===== config.mk =====
export PLATFORM = sky130hd
export DESIGN_NAME = knob_combination_lock
export DESIGN_NICKNAME = d
export VERILOG_FILES = /design/src/rtl/kcl_pkg.sv /design/src/rtl/knob_combination_lock.sv
export SDC_FILE = /design/constraint.sdc
export NUM_CORES = 1
export LEC_CHECK = 0
export ABC_CLOCK_PERIOD_IN_PS = 5200
export BUFFER_PORTS_ARGS = -buffer_cell sky130_fd_sc_hd__buf_4
export CORE_UTILIZATION = 40
export CTS_BUF_LIST = sky130_fd_sc_hd__clkbuf_4
export DETAILED_ROUTE_END_ITERATION = 8
export SLEW_MARGIN = 20
export SYNTH_ARGS = -nofsm -noshare
export SYNTH_HDL_FRONTEND = slang
export SYNTH_SLANG_ARGS = --single-unit

===== constraint.sdc =====
create_clock -name clk -period 5.2 [get_ports clk]
set_input_delay 0.26 -clock clk [delete_from_list [all_inputs] [get_ports clk]]
set_output_delay 0.26 -clock clk [all_outputs]
set_load 0.02 [all_outputs]

===== src/rtl/kcl_pkg.sv =====
package kcl_pkg;

  localparam int SAMPLE_W = 12;
  localparam int POS_W = 4;
  localparam int COUNT_W = 3;
  localparam int PASS_W = 24;
  localparam int HOLD_W = 4;
  localparam int CFG_W = 24;

  localparam logic [POS_W-1:0] NO_CODE = 4'd15;

  localparam logic [PASS_W-1:0] PASSWORD_RESET = 24'd7501831;
  localparam logic [HOLD_W-1:0] HOLD_RESET = 4'd10;

  // Configuration register indexes.
  localparam logic REG_PASSWORD = 1'b0;
  localparam logic REG_HOLD = 1'b1;

  typedef enum logic [2:0] {
    EV_NONE    = 3'd0,
    EV_ADD     = 3'd1,
    EV_REPEAT  = 3'd2,
    EV_CLEAR   = 3'd3,
    EV_OPEN    = 3'd4,
    EV_RELOCK  = 3'd5
  } event_t;

  typedef enum logic {
    LOCKED   = 1'b0,
    UNLOCKED = 1'b1
  } lock_state_t;

endpackage


===== src/rtl/knob_combination_lock.sv =====
// Knob combination lock.
// The s_ stream carries one knob sample per word (s_tdata[11:0]); the m_
// stream returns one status word per sample: open flag, quantized position,
// number of codes entered and the event caused by that sample.
// The password and the hold count are written through the cfg_ port while
// no sample is in flight; a write takes effect at the clock edge that sees
// cfg_write high.
// A sample accepted on the s_ stream lands in the input register, and its
// result is loaded into the output register once that register is free,
// that is when m_tready is high or no result word is waiting.
// Throughput: one sample per cycle while m_tready is high. The quantizer
// compares and the lock update are a single pass of logic between the
// input register and the output register, and the lock state is written
// back at the same edge. When the receiver holds m_tready low, the output
// word and the input register both hold and s_tready drops once the input
// register is full. Reset clears both valid flags, locks the lock, empties
// the entry and restores the default password and hold count.
module knob_combination_lock #(
  parameter int NUM_POSITIONS = 13,
  parameter int STEP_SIZE = 315,
  parameter int CODE_LENGTH = 6
) (
  input  logic        clk,
  input  logic        rst,
  input  logic        s_tvalid,
  output logic        s_tready,
  input  logic [15:0] s_tdata,   // [11:0] knob_sample
  output logic        m_tvalid,
  input  logic        m_tready,
  // [0] is_open, [4:1] knob_position, [7:5] entered_count, [10:8] event_code
  output logic [15:0] m_tdata,
  input  logic        cfg_write,
  input  logic        cfg_index,
  input  logic [kcl_pkg::CFG_W-1:0] cfg_data
);
  import kcl_pkg::*;

  localparam logic [POS_W-1:0] ZERO_POS = POS_W'(NUM_POSITIONS / 2);
  localparam logic [COUNT_W-1:0] CODE_LEN_C = COUNT_W'(CODE_LENGTH);

  // Configuration.
  logic [PASS_W-1:0] password_codes;
  logic [HOLD_W-1:0] hold_count;

  // Pipeline.
  logic                s1_valid;
  logic [SAMPLE_W-1:0] s1_sample;
  logic                out_valid;
  logic                is_open;
  logic [POS_W-1:0]    knob_position;
  logic [COUNT_W-1:0]  entered_count;
  event_t              event_code;
  logic                out_free;
  logic                advance;

  // Lock state.
  lock_state_t        state, state_next;
  logic [HOLD_W-1:0]  hold_counter, hold_counter_next;
  logic [POS_W-1:0]   held_code, held_code_next;
  logic [POS_W-1:0]   previous_code, previous_code_next;
  logic [COUNT_W-1:0] entry_count, entry_count_next;
  logic [POS_W-1:0]   entered_codes [CODE_LENGTH];

  // Decode.
  logic [POS_W-1:0]  pos;
  logic [HOLD_W-1:0] need;
  logic [HOLD_W-1:0] hc_inc;
  logic              zero;
  logic              reached;
  logic              hit;
  logic              confirmed;
  logic              full;
  logic              code_match;
  event_t            ev;

  assign out_free = !out_valid || m_tready;
  assign advance  = s1_valid && out_free;
  assign s_tready = !s1_valid || out_free;

  always_ff @(posedge clk) begin
    if (rst) begin
      password_codes <= PASSWORD_RESET;
      hold_count <= HOLD_RESET;
    end else if (cfg_write) begin
      if (cfg_index == REG_PASSWORD) begin
        password_codes <= cfg_data[PASS_W-1:0];
      end else begin
        hold_count <= cfg_data[HOLD_W-1:0];
      end
    end
  end

  always_ff @(posedge clk) begin
    if (rst) begin
      s1_valid <= 1'b0;
    end else if (s_tready) begin
      s1_valid <= s_tvalid;
    end
  end

  always_ff @(posedge clk) begin
    if (s_tvalid && s_tready) begin
      s1_sample <= s_tdata[SAMPLE_W-1:0];
    end
  end

  // The first position whose upper threshold covers the sample wins; a
  // sample above every threshold saturates at the top position.
  always_comb begin
    pos = POS_W'(NUM_POSITIONS - 1);
    for (int p = NUM_POSITIONS - 1; p >= 0; p--) begin
      if (32'(s1_sample) <= 32'(STEP_SIZE * (p + 1))) begin
        pos = POS_W'(p);
      end
    end
  end

  always_comb begin
    code_match = 1'b1;
    for (int i = 0; i < CODE_LENGTH; i++) begin
      if (entered_codes[i] != password_codes[4*i +: 4]) begin
        code_match = 1'b0;
      end
    end
  end

  assign need      = (hold_count == '0) ? HOLD_W'(1) : hold_count;
  assign hc_inc    = hold_counter + HOLD_W'(1);
  assign zero      = (pos == ZERO_POS);
  assign reached   = (hc_inc >= need);
  assign hit       = (state == UNLOCKED) ? zero : (zero || pos == held_code);
  assign confirmed = (state == LOCKED) && hit && reached;
  assign full      = (entry_count >= CODE_LEN_C);

  always_comb begin
    state_next = state;
    unique case (state)
      LOCKED: begin
        if (confirmed && full && code_match) begin
          state_next = UNLOCKED;
        end
      end
      UNLOCKED: begin
        if (zero && reached) begin
          state_next = LOCKED;
        end
      end
      default: state_next = LOCKED;
    endcase
  end

  always_comb begin
    ev = EV_NONE;
    unique case (state)
      LOCKED: begin
        if (confirmed) begin
          if (full) begin
            ev = code_match ? EV_OPEN : EV_CLEAR;
          end else if (zero) begin
            ev = EV_CLEAR;
          end else if (pos != previous_code) begin
            ev = EV_ADD;
          end else begin
            ev = EV_REPEAT;
          end
        end
      end
      UNLOCKED: begin
        if (zero && reached) begin
          ev = EV_RELOCK;
        end
      end
      default: ev = EV_NONE;
    endcase
  end

  always_comb begin
    hold_counter_next  = (hit && !reached) ? hc_inc : '0;
    held_code_next     = (state == LOCKED) ? pos : held_code;
    previous_code_next = previous_code;
    entry_count_next   = entry_count;
    case (ev) inside
      EV_CLEAR, EV_RELOCK: begin
        held_code_next     = NO_CODE;
        previous_code_next = NO_CODE;
        entry_count_next   = '0;
      end
      EV_ADD: begin
        previous_code_next = pos;
        entry_count_next   = entry_count + COUNT_W'(1);
      end
      default: ;
    endcase
  end

  always_ff @(posedge clk) begin
    if (rst) begin
      state <= LOCKED;
      hold_counter <= '0;
      held_code <= NO_CODE;
      previous_code <= NO_CODE;
      entry_count <= '0;
    end else if (advance) begin
      state <= state_next;
      hold_counter <= hold_counter_next;
      held_code <= held_code_next;
      previous_code <= previous_code_next;
      entry_count <= entry_count_next;
    end
  end

  always_ff @(posedge clk) begin
    for (int i = 0; i < CODE_LENGTH; i++) begin
      if (advance && ev == EV_ADD && entry_count == COUNT_W'(i)) begin
        entered_codes[i] <= pos;
      end
    end
  end

  always_ff @(posedge clk) begin
    if (rst) begin
      out_valid <= 1'b0;
    end else if (out_free) begin
      out_valid <= s1_valid;
    end
  end

  always_ff @(posedge clk) begin
    if (advance) begin
      is_open <= (state_next == UNLOCKED);
      knob_position <= pos;
      entered_count <= entry_count_next;
      event_code <= ev;
    end
  end

  assign m_tvalid = out_valid;
  assign m_tdata  = {5'b0, event_code, entered_count, knob_position, is_open};

  a_entry_bound: assert property (@(posedge clk) disable iff (rst)
    entry_count <= CODE_LEN_C)
    else $error("entry count ran past the code length");

  a_open_flag: assert property (@(posedge clk) disable iff (rst)
    (out_valid && event_code == EV_OPEN) |-> is_open)
    else $error("open event without the open flag");

  a_relock_clears: assert property (@(posedge clk) disable iff (rst)
    (advance && ev == EV_RELOCK) |=> (state == LOCKED && entry_count == '0))
    else $error("relock did not lock and clear the entry");

endmodule

==> impl_metrics.py, run 1 <==
metrics = {
    "critical_path": {
        "cp_max_fo": 19,
        "worstSetupEndpointType": "flop",
        "reg2reg_depth": 11,
        "startpoint_type": "flop",
        "critical_path_class": "reg2reg",
        "r2r_start": "s1_sample[8]",
        "rr_endpoint": "entered_codes[2][0]",
        "reg2reg_setup_slack_ps": 880,
        "arrival_ps": 4440,
        "cp.required_ps": 5320,
    },
    "sta": {
        "post-route-min-period_ps": 4320,
        "hold_viol": 0,
        "fin_ws_ps": 879,
        "slew_headroom_pct": 40.8,
        "setup_viol": 0,
        "period_share_pct": 83.1,
        "slew_violations": 0,
        "rsz0062_at_grt": "false",
        "worst_pin_slew_ps": 888,
        "fin_skew_ps": 20.3,
        "fin_tns_setup_ps": 0,
        "clock.fmax_mhz": 231,
    },
    "final_layout": {
        "nFillCells": 1069,
        "fin_util_pct": 49.2,
        "syn_to_final_growth_pct": 19.0,
        "n_antenna_cell": 0,
        "drive_gt1_share_pct": 18.2,
        "final_nets": 594,
    },
    "floorplanning": {
        "core_um2": 11500,
        "die_h_um": 111,
        "rows": 39,
        "die-area_um2": 12300,
        "fp.dieW_um": 111,
        "top_level_ports": 64,
        "initial_utilization_pct": 41.3,
    },
    "clock_tree": {
        "cts_tree": "done",
        "clock_latency_ps": 480,
        "cts_sinks": 93,
        "cts_buffers": 9,
        "cts_buffer_depth": 2,
        "cts_max_level": 3,
        "cts_resized": 0,
        "cts_hold_buf": 24,
        "post_cts_buffers": 0,
        "cts-root-buf": "clkbuf_4",
        "clk_pin_slew_ps": 140,
    },
    "grt": {
        "grt_pass1_vias": 3613,
        "grt_pass1_wl_um": 17900,
        "grt_overflow": 0,
        "grt_max_degree": 32,
        "track_usage_pct": 18.3,
        "antenna_found_initial": 0,
    },
    "flow_run": {
        "cap_viol_max_count": 0,
    },
    "power": {
        "pwr-share-clk_pct": 30.9,
        "comb_power_share_pct": 13.0,
        "power.switching_mw": 0.390,
        "power_switching_share_pct": 26.3,
        "power_density_nw_per_um2": 263,
        "p_seq_share_pct": 56.0,
        "vdd.ir_drop.worst_uv": 321,
        "leakagePower_nw": 2.15,
        "p_int_mw": 1.09,
    },
    "yosys": {
        "synthFlopType": "edfxtp_1",
        "syn-instance-count": 469,
        "synthArstFlopShare_pct": 0,
        "ys_seq_area_share_pct": 49.2,
        "synth_warnings": 0,
        "ys_ff_latch": 93,
        "synth.avg_cell_area_um2": 10.1,
        "synthTopCellsByCount": "77 x nand2_1, 47 x edfxtp_1, 46 x dfxtp_1",
        "synthTopCellsByArea": "edfxtp_1 30%, dfxtp_1 19%, nand2_1 6.1%, xor2_1 3.7%, a21oi_1 3.1%",
        "synth_top_area_share_pct": 29.8,
        "synth_top_cell_by_area": "edfxtp_1",
        "synth.distinct_cells": 76,
        "synth_edf_count": 47,
        "yosysMostFrequentCell": "nand2_1",
        "netlist_area_um2": 4740,
    },
    "hold_path": {
        "whs_endpoint": "password_codes[0]",
        "hold_depth": 3,
        "hold_path_class": "in2reg",
        "min_from": "cfg_data[0]",
    },
    "routing": {
        "drt-pass1-iter-count": 4,
        "drtIter0Drc": 217,
        "wl_per_cell_um": 15.7,
        "drt_wl_total_um": 10700,
        "drc": 0,
        "vias": 3747,
        "drtAntennaViolNets": 0,
        "routed_via_density": 5.46,
    },
    "placement": {
        "gp_congestion": 0.881,
        "port_buffers": 54,
        "dp_hpwl_um": 7370,
        "dp_slack_ps": 882,
    },
    "run_status": {
        "run_status": "finished, final reports clean",
    },
}
-- cell type report --
type / instances / area [um^2] / share of cell area, %
clock buffer: 10 / 75.1 / 1.33
clock inverter: 6 / 95.1 / 1.69
inverter: 19 / 71.3 / 1.26
multi-input combinational: 329 / 2170 / 38.4
sequential: 93 / 2330 / 41.4
tap: 143 / 179 / 3.17
timing repair buffer: 86 / 721 / 12.8
-- worst max-delay path, stage by stage, from the launching register on --
cell and delay [ps]:
edfxtp_1 660, and4bb_1 340, a41oi_1 210, nand2_2 140, inv_2 250, o221ai_2 150, o21ai_2 230, inv_2 200
xnor2_1 210, a211oi_4 370, or4b_4 610, nor3b_1 590
-- per-layer routing --
metal / wire (um) / share of wire (%) / GRT usage [%] / vias up
met2: 5450 / 51 / 31.3 / 83
met5: 0 / 0 / 0 / -
met4: 140 / 1.3 / 5.24 / 0
li1: - / - / - / 1845
met3: 493 / 4.6 / 5.14 / 9
met1: 4670 / 43 / 22.4 / 1810
-- sequential cells by signal, indices dropped and copies added (netlist names), 4 cells and up --
register        flops
password_codes     24
hold_counter        4
knob_position       4
s1_sample          12
held_code           4
entered_codes      24
hold_count          4
previous_code       4
-- per-stage QoR --
stage	cell area (um^2)	hold WS [ps]	total power [mW]	cells
after detailed placement	5170	439	1.02	640
final	5640	22.3	1.48	686
after floorplan	4750	359	0.961	473
after global routing	5640	0.959	1.55	686
after global placement	5170	438	1.02	640
after CTS	5580	0.833	1.49	680
-- kinds of logic after synthesis --
logic type                 synth area share [%]
and+or+nand+nor                            20.2
AOI/OAI and AO/OA                          16.9
DFF                                        49.2
buffers and inverters                      5.36
xor gates and xnor gates                   4.99
adders and majority gates                  2.64
muxes                                     0.660
other                                    0.0792
-- power by group through the flow --
stage	logic (mW)	registers [mW]	clock network, mW
2_1_floorplan	0.127	0.833	0
3_3_place_gp	0.171	0.845	0
3_5_place_dp	0.175	0.846	0
4_1_cts	0.190	0.830	0.472
5_1_grt	0.213	0.834	0.502
6_report	0.193	0.830	0.459
-- cell usage in the layout, fill, tap and decap left out, types with 7 or more instances in the layout --
cell type | synthesis | layout
nand2_1 | 77 | 77
buf_4 | 8 | 56
edfxtp_1 | 47 | 47
dfxtp_1 | 46 | 46
dlygate4sd3_1 | 0 | 30
a21oi_1 | 29 | 29
nand3_1 | 27 | 27
xor2_1 | 20 | 20
inv_1 | 16 | 16
nor2_1 | 16 | 16
o32a_1 | 10 | 10
ha_1 | 10 | 10
clkbuf_4 | 0 | 10
o21ai_0 | 9 | 9
nor3_1 | 8 | 8
xnor2_1 | 7 | 7
-- how the worst max path moves through the flow --
stage | startpoint | endpoint | cells past startpoint
2_1_floorplan | s1_sample[4] | entered_codes[2][0] | 14
3_3_place_gp | s1_sample[8] | entered_codes[2][1] | 11
3_5_place_dp | s1_sample[8] | entered_codes[2][2] | 11
4_1_cts | s1_sample[8] | entered_codes[2][0] | 11
5_1_grt | s1_sample[8] | entered_codes[2][0] | 11
6_report | s1_sample[8] | entered_codes[2][0] | 11
No activity file was read; power rests on OpenSTA's default activity.
==> run 2, diff against run 1 <==
--- a/config.mk
+++ b/config.mk
@@ -5,7 +5,7 @@
 export SDC_FILE = /design/constraint.sdc
 export NUM_CORES = 1
 export LEC_CHECK = 0
-export ABC_CLOCK_PERIOD_IN_PS = 5200
+export ABC_CLOCK_PERIOD_IN_PS = 3490
 export BUFFER_PORTS_ARGS = -buffer_cell sky130_fd_sc_hd__buf_4
 export CORE_UTILIZATION = 40
 export CTS_BUF_LIST = sky130_fd_sc_hd__clkbuf_4
==> constraint.sdc (replaced) <==
create_clock -name clk -period 3.49 [get_ports clk]
set_input_delay 0.1745 -clock clk [delete_from_list [all_inputs] [get_ports clk]]
set_output_delay 0.1745 -clock clk [all_outputs]
set_load 0.02 [all_outputs]
==> impl_metrics.py, run 2 (same netlist as run 1, synthesis figures left out) <==
metrics = {
    "run_status": {
        "run_status": "finished, final reports clean",
    },
    "final_layout": {
        "nFillCells": 967,
        "drive_gt1_share_pct": 27.5,
        "n_antenna_cell": 0,
        "syn_to_final_growth_pct": 31.6,
        "fin_util_pct": 54.3,
        "reg.largest.list": "entered_codes (24), password_codes (24), s1_sample (12)",
        "final_cell_mix": "109 x buf_4, 75 x nand2_1, 47 x edfxtp_1",
        "final_nets": 662,
        "fin_area_um2": 6230,
        "mostFrequentLayoutCell": "buf_4",
    },
    "sta": {
        "worst_pin_slew_ps": 903,
        "post-route-min-period_ps": 3400,
        "clock.fmax_mhz": 294,
        "holdWs_ps": 100,
        "setup_viol": 0,
        "slew_headroom_pct": 39.8,
        "fin_skew_ps": 13.9,
        "period_share_pct": 97.5,
        "hold_viol": 0,
        "slew_violations": 0,
    },
    "grt": {
        "grt_overflow": 0,
        "antenna_found_initial": 0,
        "grt.busiest_layer": "met2",
        "grt_use_met1_pct": 23.1,
        "grt_pass1_vias": 3860,
        "grt_pass1_wl_um": 18500,
        "grt_use_met2_pct": 31.4,
        "grt_util_met3_pct": 4.54,
        "grt_max_degree": 32,
        "track_usage_pct": 18.6,
    },
    "routing": {
        "drt-pass1-iter-count": 5,
        "drtAntennaViolNets": 0,
        "drt_wl_total_um": 11300,
        "drc": 0,
        "vias": 4052,
        "wl_per_cell_um": 15.0,
        "drtIter0Drc": 219,
        "routed_via_density": 5.37,
    },
    "critical_path": {
        "worstPathCellList": "buf_4, nor4_2, a2111o_1, buf_4, nand4b_1, a31o_1, or2_1, o22a_1, or4b_4, nor3_1, buf_4",
        "cp_slowest_cell": "or4b_4",
        "reg2reg_depth": 11,
        "cp.required_ps": 3700,
        "critical_path_class": "reg2reg",
        "rr_endpoint": "entered_codes[5][1]",
        "crit_path_frequent_cell": "buf_4",
        "crit_path_max_incr_delay_ps": 610,
        "r2r_start": "s1_sample[4]",
        "path_buf_inv": 3,
        "crit_cells": 11,
        "worstSetupEndpointType": "flop",
        "crit_family": "simple AND/OR/NAND/NOR gates",
        "cp_max_fo": 7,
        "arrival_ps": 3610,
        "reg2reg_setup_slack_ps": 90,
        "startpoint_type": "flop",
        "critical_path.startpoint": "s1_sample[4]",
    },
    "clock_tree": {
        "cts_buffer_depth": 2,
        "cts_tree": "done",
        "clk_pin_slew_ps": 150,
        "cts_sinks": 93,
        "cts-root-buf": "clkbuf_4",
        "cts_max_level": 3,
        "clock_latency_ps": 470,
        "cts_buffers": 9,
    },
    "placement": {
        "port_buffers": 54,
        "gp_congestion": 0.903,
        "dp_hpwl_um": 7640,
        "place_area_um2": 5370,
    },
    "floorplanning": {
        "initial_utilization_pct": 41.3,
        "top_level_ports": 64,
        "die-area_um2": 12300,
        "die_h_um": 111,
        "core_um2": 11500,
        "rows": 39,
        "fp.dieW_um": 111,
    },
    "hold_path": {
        "hold_depth": 2,
        "hold_path_class": "in2reg",
        "min_from": "rst",
        "whs_endpoint": "hold_counter[0]",
    },
    "power": {
        "power_mw": 2.17,
        "pwr-share-clk_pct": 26.5,
        "power.switching_mw": 0.633,
        "power_switching_share_pct": 29.2,
        "comb_power_share_pct": 17.0,
        "p_int_mw": 1.54,
        "power_density_nw_per_um2": 349,
        "leakagePower_nw": 2.46,
        "p_seq_share_pct": 56.6,
        "vdd.ir_drop.worst_uv": 250,
    },
    "flow_run": {
        "cap_viol_max_count": 0,
    },
}
[run 2: changes by cell type in the layout (fill, tap and decap cells not counted), sizes merged]
cell | before | now
clkbuf | 10 | 11
clkinvlp | 0 | 2
buf | 56 | 110
bufinv | 2 | 0
inv | 19 | 23
dlygate4sd3 | 30 | 42
clkinv | 4 | 1
[run 2: repair_timing]
| action | CTS | global route |
|---|---|---|
| resized for setup | 0 | 19 |
| buffers inserted | 3 | 26 |
| hold endpoints to repair | 42 | 0 |
| gates cloned | 0 | 0 |
| endpoints found under the setup margin | 4 | 35 |
| pin swaps | 0 | 14 |
| hold buffers | 42 | 0 |
[run 2: how the worst max path moves through the flow]
stage                     slack, ps                   to
final                            90  entered_codes[5][1]
after global routing            -80  entered_codes[5][3]
after CTS                        10  entered_codes[4][2]
after detailed placement         20  entered_codes[4][0]
after global placement           40  entered_codes[4][2]
after floorplan                  10  entered_codes[2][0]
[run 2: power by group through the flow]
stage               registers, mW  clock network, mW  logic, mW
finish                       1.23              0.575      0.368
global route                 1.23              0.640      0.403
CTS                          1.23              0.601      0.330
detailed placement           1.26                  0      0.290
global placement             1.26                  0      0.284
floorplan                    1.24                  0      0.189
[run 2: per-layer routing]
layer,share of wire (%),routed length [um],vias up
li1,-,-,1988
met3,4.5,509,17
met5,0,0,-
met1,44,5030,1926
met4,1.5,174,0
met2,50,5610,121
[run 2: per-stage QoR]
step	setup TNS, ps	instances	setup slack (ps)
floorplan	0	473	14.0
CTS	0	728	12.0
finish	0	754	87.7
global placement	0	667	43.9
global route	-880	754	-77.0
detailed placement	0	667	16.0
[run 2: layout make-up]
cell class                 count  area (um^2)  area share (%)
clock buffer                   9         67.6            1.08
clock inverter                 7         63.8            1.02
inverter                      19         71.3            1.14
multi-input combinational    329         2260            36.2
sequential                    93         2330            37.4
tap                          143          179            2.87
timing repair buffer         154         1260            20.2
